**src/sv/mep_pkg.sv**
```systemverilog
// Shared types, constants and helpers for the Mandelbrot escape-time pixel core.
// Used by the channel interfaces, the multiplier unit and the top level.
// No dependencies.
package mep_pkg;

  localparam int unsigned CoordBitsDefault = 12;
  localparam int unsigned FracBitsDefault  = 26;

  localparam int unsigned DataWidth  = 32;
  localparam int unsigned ProdWidth  = 64;
  localparam int unsigned StepWidth  = 31;
  localparam int unsigned LimitWidth = 16;
  localparam int unsigned PixelWidth = 8;
  localparam int unsigned CfgIdxWidth = 3;

  // Configuration register indexes
  typedef enum logic [CfgIdxWidth-1:0] {
    CFG_ORIGIN_REAL = 3'd0,
    CFG_ORIGIN_IMAG = 3'd1,
    CFG_STEP_REAL   = 3'd2,
    CFG_STEP_IMAG   = 3'd3,
    CFG_ITER_LIMIT  = 3'd4
  } cfg_idx_e;

  localparam logic signed [DataWidth-1:0] OriginRealReset = -32'sd134217728;
  localparam logic signed [DataWidth-1:0] OriginImagReset = 32'sd67108864;
  localparam logic [StepWidth-1:0]        StepRealReset   = 31'd314573;
  localparam logic [StepWidth-1:0]        StepImagReset   = 31'd279621;
  localparam logic [LimitWidth-1:0]       IterLimitReset  = 16'd1500;

  localparam logic [PixelWidth-1:0] PixelBounded = 8'd255;
  localparam logic [PixelWidth-1:0] PixelEscaped = 8'd0;

  typedef enum logic [2:0] {
    S_IDLE,
    S_CRE,
    S_CIM,
    S_CIM2,
    S_TEST,
    S_MXX,
    S_MYY,
    S_MXY
  } state_e;

  // Wide signed sum, clamped to the signed 32-bit range
  typedef logic signed [65:0] wide_t;

  function automatic logic signed [DataWidth-1:0] sat32(input wide_t v);
    logic signed [DataWidth-1:0] r;
    if (v > 66'sd2147483647) begin
      r = 32'sh7fffffff;
    end else if (v < -66'sd2147483648) begin
      r = 32'sh80000000;
    end else begin
      r = v[DataWidth-1:0];
    end
    return r;
  endfunction

  function automatic wide_t ext32(input logic signed [DataWidth-1:0] v);
    return {{34{v[DataWidth-1]}}, v};
  endfunction

  function automatic wide_t ext64(input logic signed [ProdWidth-1:0] v);
    return {{2{v[ProdWidth-1]}}, v};
  endfunction

endpackage

```
**src/sv/mep_if.sv**
```systemverilog
// Valid/ready channel interfaces of the Mandelbrot escape-time pixel core:
// pixel request, pixel result and configuration write.
// Depends on mep_pkg.
interface mep_in_if #(
  parameter int unsigned COORD_BITS = mep_pkg::CoordBitsDefault
);
  logic                  valid;
  logic                  ready;
  logic [COORD_BITS-1:0] column;
  logic [COORD_BITS-1:0] row;

  modport source (output valid, column, row, input ready);
  modport sink   (input valid, column, row, output ready);
endinterface

interface mep_out_if;
  logic                               valid;
  logic                               ready;
  logic [mep_pkg::PixelWidth-1:0]     pixel_value;
  logic [mep_pkg::LimitWidth-1:0]     iteration_count;

  modport source (output valid, pixel_value, iteration_count, input ready);
  modport sink   (input valid, pixel_value, iteration_count, output ready);
endinterface

interface mep_cfg_if;
  logic                              valid;
  logic                              ready;
  logic [mep_pkg::CfgIdxWidth-1:0]   index;
  logic [mep_pkg::DataWidth-1:0]     data;

  modport source (output valid, index, data, input ready);
  modport sink   (input valid, index, data, output ready);
endinterface

```
**src/sv/mep_mul.sv**
```systemverilog
// Shared signed 32x32 multiplier with registered 64-bit product.
// Depends on mep_pkg.
module mep_mul (
  input  logic                                   clk_i,
  input  logic                                   en_i,
  input  logic signed [mep_pkg::DataWidth-1:0]   a_i,
  input  logic signed [mep_pkg::DataWidth-1:0]   b_i,
  output logic signed [mep_pkg::ProdWidth-1:0]   p_o
);

  logic signed [mep_pkg::ProdWidth-1:0] p_q;

  always_ff @(posedge clk_i) begin
    if (en_i) begin
      p_q <= a_i * b_i;
    end
  end

  assign p_o = p_q;

endmodule

```
**src/sv/mandelbrot_escape_pixel_core.sv**
```systemverilog
// Mandelbrot escape-time pixel core: top level with sequencer and datapath.
// Depends on mep_pkg, mep_if (channel interfaces) and mep_mul.
//
// One pixel request at a time. After a request is taken, the sequencer forms the
// point c, then each iteration of z = z*z + c runs on the single shared 32x32
// multiplier: the escape test issues x*x, then y*y, then x*y, then the update of
// z and the counter. A finished pixel waits in the escape test until the previous
// result has left. The result sits in an output register, so the next request is
// taken as soon as the sequencer is back to idle even while the previous result
// waits. Configuration writes are taken in every cycle.
module mandelbrot_escape_pixel_core #(
  parameter int unsigned COORD_BITS = mep_pkg::CoordBitsDefault,
  parameter int unsigned FRAC_BITS  = mep_pkg::FracBitsDefault
) (
  input  logic   clk_i,
  input  logic   rst_ni,
  mep_in_if.sink    in_i,
  mep_out_if.source out_o,
  mep_cfg_if.sink   cfg_i
);

  localparam int unsigned DW = mep_pkg::DataWidth;
  localparam int unsigned PW = mep_pkg::ProdWidth;
  localparam int unsigned LW = mep_pkg::LimitWidth;
  localparam logic [DW:0] Bound = (DW+1)'(4) << FRAC_BITS;

  // Configuration registers
  logic signed [DW-1:0]             org_re_q, org_im_q;
  logic [mep_pkg::StepWidth-1:0]    step_re_q, step_im_q;
  logic [LW-1:0]                    limit_q;

  always_ff @(posedge clk_i or negedge rst_ni) begin
    if (!rst_ni) begin
      org_re_q  <= mep_pkg::OriginRealReset;
      org_im_q  <= mep_pkg::OriginImagReset;
      step_re_q <= mep_pkg::StepRealReset;
      step_im_q <= mep_pkg::StepImagReset;
      limit_q   <= mep_pkg::IterLimitReset;
    end else if (cfg_i.valid) begin
      unique case (mep_pkg::cfg_idx_e'(cfg_i.index))
        mep_pkg::CFG_ORIGIN_REAL: org_re_q  <= cfg_i.data;
        mep_pkg::CFG_ORIGIN_IMAG: org_im_q  <= cfg_i.data;
        mep_pkg::CFG_STEP_REAL:   step_re_q <= cfg_i.data[mep_pkg::StepWidth-1:0];
        mep_pkg::CFG_STEP_IMAG:   step_im_q <= cfg_i.data[mep_pkg::StepWidth-1:0];
        mep_pkg::CFG_ITER_LIMIT:  limit_q   <= cfg_i.data[LW-1:0];
        default: ;
      endcase
    end
  end

  assign cfg_i.ready = 1'b1;

  // Sequencer and datapath registers
  mep_pkg::state_e state_q, state_d;
  logic                       out_valid_q, out_valid_d;
  logic [mep_pkg::PixelWidth-1:0] pix_q, pix_d;
  logic [LW-1:0]              cnt_out_q, cnt_out_d;
  logic [LW-1:0]              cnt_q, cnt_d;
  logic [COORD_BITS-1:0]      col_q, col_d, row_q, row_d;
  logic signed [DW-1:0]       c_re_q, c_re_d, c_im_q, c_im_d;
  logic signed [DW-1:0]       x_q, x_d, y_q, y_d, xs_q, xs_d, ys_q, ys_d;

  logic                       mul_en;
  logic signed [DW-1:0]       mul_a, mul_b;
  logic signed [PW-1:0]       prod;
  logic signed [PW-1:0]       sq_sh, xy_sh;
  logic [DW:0]                esc_sum;
  logic                       keep_going;
  logic                       out_free;

  mep_mul u_mul (
    .clk_i (clk_i),
    .en_i  (mul_en),
    .a_i   (mul_a),
    .b_i   (mul_b),
    .p_o   (prod)
  );

  assign sq_sh      = prod >>> FRAC_BITS;
  assign xy_sh      = prod >>> (FRAC_BITS - 1);
  assign esc_sum    = {1'b0, xs_q} + {1'b0, ys_q};
  assign keep_going = (cnt_q < limit_q) && (esc_sum < Bound);
  assign out_free   = !out_valid_q || out_o.ready;

  always_comb begin
    state_d     = state_q;
    out_valid_d = out_valid_q && !out_o.ready;
    pix_d       = pix_q;
    cnt_out_d   = cnt_out_q;
    cnt_d       = cnt_q;
    col_d       = col_q;
    row_d       = row_q;
    c_re_d      = c_re_q;
    c_im_d      = c_im_q;
    x_d         = x_q;
    y_d         = y_q;
    xs_d        = xs_q;
    ys_d        = ys_q;
    mul_en      = 1'b0;
    mul_a       = x_q;
    mul_b       = x_q;

    unique case (state_q)
      mep_pkg::S_IDLE: begin
        if (in_i.valid) begin
          col_d   = in_i.column;
          row_d   = in_i.row;
          x_d     = '0;
          y_d     = '0;
          xs_d    = '0;
          ys_d    = '0;
          cnt_d   = LW'(1);
          state_d = mep_pkg::S_CRE;
        end
      end
      mep_pkg::S_CRE: begin
        mul_en  = 1'b1;
        mul_a   = DW'(col_q);
        mul_b   = {1'b0, step_re_q};
        state_d = mep_pkg::S_CIM;
      end
      mep_pkg::S_CIM: begin
        c_re_d  = mep_pkg::sat32(mep_pkg::ext32(org_re_q) + mep_pkg::ext64(prod));
        mul_en  = 1'b1;
        mul_a   = DW'(row_q);
        mul_b   = {1'b0, step_im_q};
        state_d = mep_pkg::S_CIM2;
      end
      mep_pkg::S_CIM2: begin
        c_im_d  = mep_pkg::sat32(mep_pkg::ext32(org_im_q) - mep_pkg::ext64(prod));
        state_d = mep_pkg::S_TEST;
      end
      mep_pkg::S_TEST: begin
        if (keep_going) begin
          // start the next step by squaring x on the shared multiplier
          mul_en  = 1'b1;
          mul_a   = x_q;
          mul_b   = x_q;
          state_d = mep_pkg::S_MXX;
        end else if (out_free) begin
          out_valid_d = 1'b1;
          pix_d       = (cnt_q >= limit_q) ? mep_pkg::PixelBounded : mep_pkg::PixelEscaped;
          cnt_out_d   = cnt_q;
          state_d     = mep_pkg::S_IDLE;
        end
      end
      mep_pkg::S_MXX: begin
        xs_d    = mep_pkg::sat32(mep_pkg::ext64(sq_sh));
        mul_en  = 1'b1;
        mul_a   = y_q;
        mul_b   = y_q;
        state_d = mep_pkg::S_MYY;
      end
      mep_pkg::S_MYY: begin
        ys_d    = mep_pkg::sat32(mep_pkg::ext64(sq_sh));
        mul_en  = 1'b1;
        mul_a   = x_q;
        mul_b   = y_q;
        state_d = mep_pkg::S_MXY;
      end
      mep_pkg::S_MXY: begin
        // old x and y are consumed; advance z and the counter
        y_d     = mep_pkg::sat32(mep_pkg::ext32(mep_pkg::sat32(mep_pkg::ext64(xy_sh)))
                                 + mep_pkg::ext32(c_im_q));
        x_d     = mep_pkg::sat32(mep_pkg::ext32(xs_q) - mep_pkg::ext32(ys_q)
                                 + mep_pkg::ext32(c_re_q));
        cnt_d   = cnt_q + LW'(1);
        state_d = mep_pkg::S_TEST;
      end
      default: state_d = mep_pkg::S_IDLE;
    endcase
  end

  always_ff @(posedge clk_i or negedge rst_ni) begin
    if (!rst_ni) begin
      state_q     <= mep_pkg::S_IDLE;
      out_valid_q <= 1'b0;
      cnt_q       <= LW'(1);
    end else begin
      state_q     <= state_d;
      out_valid_q <= out_valid_d;
      cnt_q       <= cnt_d;
    end
  end

  always_ff @(posedge clk_i) begin
    pix_q     <= pix_d;
    cnt_out_q <= cnt_out_d;
    col_q     <= col_d;
    row_q     <= row_d;
    c_re_q    <= c_re_d;
    c_im_q    <= c_im_d;
    x_q       <= x_d;
    y_q       <= y_d;
    xs_q      <= xs_d;
    ys_q      <= ys_d;
  end

  assign in_i.ready            = (state_q == mep_pkg::S_IDLE);
  assign out_o.valid           = out_valid_q;
  assign out_o.pixel_value     = pix_q;
  assign out_o.iteration_count = cnt_out_q;

`ifndef ASSERT_OFF
  a_accept_starts: assert property (@(posedge clk_i) disable iff (!rst_ni)
    in_i.valid && in_i.ready |=> state_q == mep_pkg::S_CRE)
    else $error("request accepted but sequencer did not start");

  a_iter_advance: assert property (@(posedge clk_i) disable iff (!rst_ni)
    state_q == mep_pkg::S_MXY |=>
      state_q == mep_pkg::S_TEST && cnt_q == $past(cnt_q) + LW'(1))
    else $error("iteration update did not advance counter");

  a_result_from_test: assert property (@(posedge clk_i) disable iff (!rst_ni)
    $rose(out_valid_q) |-> $past(state_q) == mep_pkg::S_TEST)
    else $error("result loaded outside the escape test");
`endif

endmodule

```
**src/flat_wrapper.sv**
```systemverilog
// flat-port wrapper written by rule: the top's interface ports become plain ports
module mandelbrot_escape_pixel_core_flat 
#(
  parameter int unsigned COORD_BITS = mep_pkg::CoordBitsDefault,
  parameter int unsigned FRAC_BITS  = mep_pkg::FracBitsDefault
)
  (clk_i, rst_ni, in_i_valid, in_i_column, in_i_row, in_i_ready, out_o_valid, out_o_pixel_value, out_o_iteration_count, out_o_ready, cfg_i_valid, cfg_i_index, cfg_i_data, cfg_i_ready);
  mep_in_if #(.COORD_BITS(COORD_BITS)) in_i_i ();
  mep_out_if out_o_i ();
  mep_cfg_if cfg_i_i ();
  input  logic clk_i;
  input  logic rst_ni;
  input wire logic [$bits(in_i_i.valid)-1:0] in_i_valid;
  input wire logic [$bits(in_i_i.column)-1:0] in_i_column;
  input wire logic [$bits(in_i_i.row)-1:0] in_i_row;
  output wire logic [$bits(in_i_i.ready)-1:0] in_i_ready;
  output wire logic [$bits(out_o_i.valid)-1:0] out_o_valid;
  output wire logic [$bits(out_o_i.pixel_value)-1:0] out_o_pixel_value;
  output wire logic [$bits(out_o_i.iteration_count)-1:0] out_o_iteration_count;
  input wire logic [$bits(out_o_i.ready)-1:0] out_o_ready;
  input wire logic [$bits(cfg_i_i.valid)-1:0] cfg_i_valid;
  input wire logic [$bits(cfg_i_i.index)-1:0] cfg_i_index;
  input wire logic [$bits(cfg_i_i.data)-1:0] cfg_i_data;
  output wire logic [$bits(cfg_i_i.ready)-1:0] cfg_i_ready;
  assign in_i_i.valid = in_i_valid;
  assign in_i_i.column = in_i_column;
  assign in_i_i.row = in_i_row;
  assign in_i_ready = in_i_i.ready;
  assign out_o_valid = out_o_i.valid;
  assign out_o_pixel_value = out_o_i.pixel_value;
  assign out_o_iteration_count = out_o_i.iteration_count;
  assign out_o_i.ready = out_o_ready;
  assign cfg_i_i.valid = cfg_i_valid;
  assign cfg_i_i.index = cfg_i_index;
  assign cfg_i_i.data = cfg_i_data;
  assign cfg_i_ready = cfg_i_i.ready;
  mandelbrot_escape_pixel_core #(.COORD_BITS(COORD_BITS), .FRAC_BITS(FRAC_BITS)) u_core (.clk_i(clk_i), .rst_ni(rst_ni), .in_i(in_i_i), .out_o(out_o_i), .cfg_i(cfg_i_i));
endmodule
```
**config.mk**
```make
export PLATFORM = sky130hd
export DESIGN_NAME = mandelbrot_escape_pixel_core_flat
export DESIGN_NICKNAME = d
export VERILOG_FILES = /design/src/sv/mep_pkg.sv /design/src/sv/mep_if.sv /design/src/sv/mep_mul.sv /design/src/sv/mandelbrot_escape_pixel_core.sv /design/src/flat_wrapper.sv
export SDC_FILE = /design/constraint.sdc
export NUM_CORES = 2
export LEC_CHECK = 0
export BUFFER_PORTS_ARGS = -buffer_cell sky130_fd_sc_hd__buf_2
export CORE_ASPECT_RATIO = 0.5
export CORE_MARGIN = 4
export CORE_UTILIZATION = 45
export CTS_CLUSTER_DIAMETER = 80
export DETAILED_ROUTE_END_ITERATION = 7
export PLACE_DENSITY = 0.68
export SYNTH_ARGS = -nofsm -noshare
export SYNTH_HDL_FRONTEND = slang
export SYNTH_SLANG_ARGS = --single-unit
```
**constraint.sdc**
```tcl
create_clock -name clk_i -period 17.6 [get_ports clk_i]
set_clock_uncertainty 0.15 [all_clocks]
set_input_delay 3.52 -clock clk_i [delete_from_list [all_inputs] [get_ports clk_i]]
set_output_delay 3.52 -clock clk_i [all_outputs]
set_load 0.05 [all_outputs]
```
==> impl_metrics.toml <==
[status]
status = "finished, final reports clean"

[sta]
setup_viol = 0
drv_slew = 0
min_period_ns = 12.34
final.period_utilization = 0.701
max_slew_margin = 0.143
final_hold_viol_count = 0
worst_slew_pin_slew_ns = 1.29
fmax_ghz = 0.0810
finalSetupTns_ns = 0
rsz0062_at_grt = "false"

[logic_synthesis]
synth_area_mm2 = 0.0681
synth_flop_cell = "edfxtp_1"
async_reset_ff_frac = 0.353
synth_cell_type_count = 97
synth_fp_nets = 9070
syn_inst = 7432
synth-seq-cells = 459
syn_avg_cell_area_um2 = 9.16
yosysSeqAreaShare = 0.191
synth_edf_count = 297
yosysWarnings = 0

[setup_path]
ff2ff_setup_slack_ns = 5.26
reg2reg_from = "u_core.state_q[1]"
cpMostUsedCell = "fa_1"
startpoint_type = "flip-flop"
worstSetupPathType = "flip-flop to flip-flop"
endpoint_kind = "flip-flop"
crit_arrival_ns = 12.55
timing.rr.end = "u_core.u_mul.p_o[62]"
cp_slowest_cell = "nor2b_2"
critPathMaxFanout = 48
critPathRequiredTime_ns = 17.81
reg2reg_depth = 36
cp_slowest_stage_delay_ns = 0.87

[global_routing]
grtUsageTotal = 0.291
grt_first_pass_wirelength_mm = 346
overflow = 0
antenna_found_initial = 41
grt_pass1_vias = 54000
grt_max_degree = 85

[clock_network]
cts_tree = "yes"
clock_path_buffers = 3
cts_hold_buffers = 0
cts_made_buffers = 53
insertion_delay_ns = 0.62
htreeDepth = 2
path_clk_slew_ns = 0.06
cts_num_sinks = 459
postCtsSetupRepairBufs = 0
cts_resized = 0
cts-root-buf = "clkbuf_16"

[floorplan]
die_w_um = 558
initial_core_util = 0.455
design.core.area_mm2 = 0.150
io_pins = 91
die_area_mm2 = 0.158
die_height_um = 283
rows = 100

[route]
drtAntennaViolNets = 0
drt-total-wl_mm = 229
drc = 0
dr.pass1.iters = 6
vias = 54200
wire_per_inst_um = 24.2
vias_per_cell = 5.73
drt-initial-drc-count = 6326

[hold_path]
hold_end = "u_core.org_im_q[14]"
hold_path_class = "flip-flop to flip-flop"
worstHoldStart = "u_core.org_im_q[14]"
hold_path_depth = 1

[cells_and_area]
areaGrowthSynthToFinish_pct = 7.28
final_net_count = 9049
fill_cells = 13900
final_layout_size_suffix_gt1_frac = 0.0797

[placement]
post-dp-hpwl_mm = 179
place_congestion = 1.04
io_buffers = 89

[job]
drv_cap = 0
per-stage QoR:
| step | setup slack, ns | util | hold slack, ns | instances | instance area (um2) |
|---|---|---|---|---|---|
| after CTS | 5.35 | 0.488 | 0.353 | 9445 | 73000 |
| final | 5.26 | 0.488 | 0.357 | 9466 | 73000 |
| after floorplan | 6.82 | - | 0.324 | 7432 | 68100 |
| after global routing | 4.58 | 0.488 | 0.365 | 9453 | 73000 |
| after global placement | 5.50 | 0.476 | 0.332 | 9345 | 71100 |
| after detailed placement | 5.43 | 0.476 | 0.340 | 9345 | 71100 |
state kept, by name (all words and copies together) (netlist names), 16 cells and up:
register                      flops
u_core.x_q                       32
u_core.cnt_q                     16
u_core.org_re_q                  32
u_core.c_re_q                    32
u_core.step_im_q                 31
u_core.limit_q                   16
u_core.c_im_q                    32
u_core.out_o.iteration_count     16
u_core.ys_q                      32
u_core.y_q                       32
u_core.org_im_q                  32
u_core.u_mul.p_o                 64
u_core.step_re_q                 31
u_core.xs_q                      32
layout by cell type (no fill, tap or decap), types with 23 or more instances in the layout:
cell type  netlist  final
buf_2            7     88
a21o_1         158    158
nand4_1         44     44
nor3_1          49     47
nand3_1         74     73
a31oi_1         38     38
a211oi_1        24     24
dfstp_2         30     30
mux2_2         127    127
o211ai_1        33     33
edfxtp_1       297    297
o22ai_1         25     25
nor2b_1         43     40
o21bai_1        37     37
ha_1           457    457
fa_1          1117   1117
nor2_1         809    803
and3_1          34     34
o21a_1          49     49
dfrtp_1        132    131
o21ai_1         34     31
buf_4            8    140
nand2b_1        56     56
inv_1         1485   1483
a21oi_1        296    291
xor2_1          92     92
o21ai_0        260    257
xnor2_1        140    140
nand2_1        778    778
a221o_1         24     23
a22oi_1         26     26
and2_1          37     37
clkbuf_16        0     56
worst max-delay path, delay by kind of cell (launching register included):
family | cells | cell delay, ns
flip-flops | 1 | 0.60
XOR/XNOR | 1 | 0.13
adder cells (fa/ha/maj) | 9 | 4.50
AO/OA/AOI/OAI | 11 | 3.01
AND/OR/NAND/NOR | 5 | 2.15
buffers and inverters | 10 | 1.51
synth_stat cells, drive strengths merged (8+ instances only):
master / instances / area (um2)
o21bai: 37 / 278
nand2: 780 / 2930
a221o: 24 / 240
a211o: 10 / 87.6
nor4: 21 / 138
o211ai: 33 / 248
edfxtp: 297 / 8920
or2: 13 / 81.3
and3: 34 / 213
a22oi: 26 / 195
dfrtp: 132 / 3300
nand3: 74 / 370
a22o: 21 / 184
nor2b: 43 / 269
o21a: 49 / 368
a31oi: 39 / 259
or3: 18 / 113
a2111oi: 8 / 77.6
nand4: 44 / 275
xor2: 92 / 806
o31ai: 21 / 158
nor2: 809 / 3040
dfstp: 30 / 788
clkbuf: 269 / 1010
nand2b: 56 / 350
fa: 1117 / 22400
xnor2: 140 / 1230
a211oi: 26 / 205
a21boi: 9 / 67.6
buf: 36 / 189
nor3: 49 / 245
o21ai: 294 / 1470
a221oi: 15 / 138
mux2: 127 / 1430
o221a: 19 / 214
o221ai: 22 / 193
or4: 11 / 82.6
mux2i: 21 / 210
ha: 457 / 5720
a21oi: 311 / 1610
o22ai: 25 / 156
inv: 1486 / 5580
a21o: 158 / 1190
and2: 37 / 231
layer usage:
| metal | share of wire | global-route usage |
|---|---|---|
| met2 | 0.41 | 0.413 |
| met5 | 0.000074 | 0 |
| met3 | 0.13 | 0.0908 |
| met4 | 0.046 | 0.107 |
| met1 | 0.41 | 0.417 |
area by class of cell:
| class | instances | area, um2 | share of cell area |
|---|---|---|---|
| Inverter | 1490 | 5590 | 0.0766 |
| Tap cell | 1989 | 2490 | 0.0341 |
| Sequential cell | 459 | 13000 | 0.178 |
| Multi-Input combinational cell | 5178 | 48600 | 0.665 |
| Antenna cell | 21 | 52.6 | 0.000720 |
| Clock inverter | 31 | 362 | 0.00495 |
| Clock buffer | 69 | 1470 | 0.0201 |
| Timing Repair Buffer | 229 | 1500 | 0.0206 |
cells by family (layout without fill, tap and decap cells):
group                    after synthesis  count (layout)  share of synthesized area
AO/OA/AOI/OAI                       1200            1200                      0.116
other                                  1              22                  0.0000551
multiplexers                         148             148                     0.0241
flip-flops                           459             459                      0.191
buffers and inverters               1795            1819                     0.0998
adder cells (fa/ha/maj)             1574            1574                      0.412
AND/OR/NAND/NOR                     2023            2023                      0.127
XOR/XNOR                             232             232                     0.0298
worst max path at each step:
stage / slack, ns / end / from / depth (start not counted)
2_1_floorplan: 6.82 / u_core.u_mul.p_o[62] / u_core.state_q[0] / 34
3_3_place_gp: 5.50 / u_core.u_mul.p_o[62] / u_core.state_q[1] / 36
3_5_place_dp: 5.43 / u_core.u_mul.p_o[62] / u_core.state_q[1] / 36
4_1_cts: 5.35 / u_core.u_mul.p_o[62] / u_core.state_q[1] / 36
5_1_grt: 4.58 / u_core.u_mul.p_o[62] / u_core.state_q[1] / 36
6_report: 5.26 / u_core.u_mul.p_o[62] / u_core.state_q[1] / 36
Power is not shown: default switching activity piles up to over one toggle a cycle in this logic, so the estimate is an artifact.
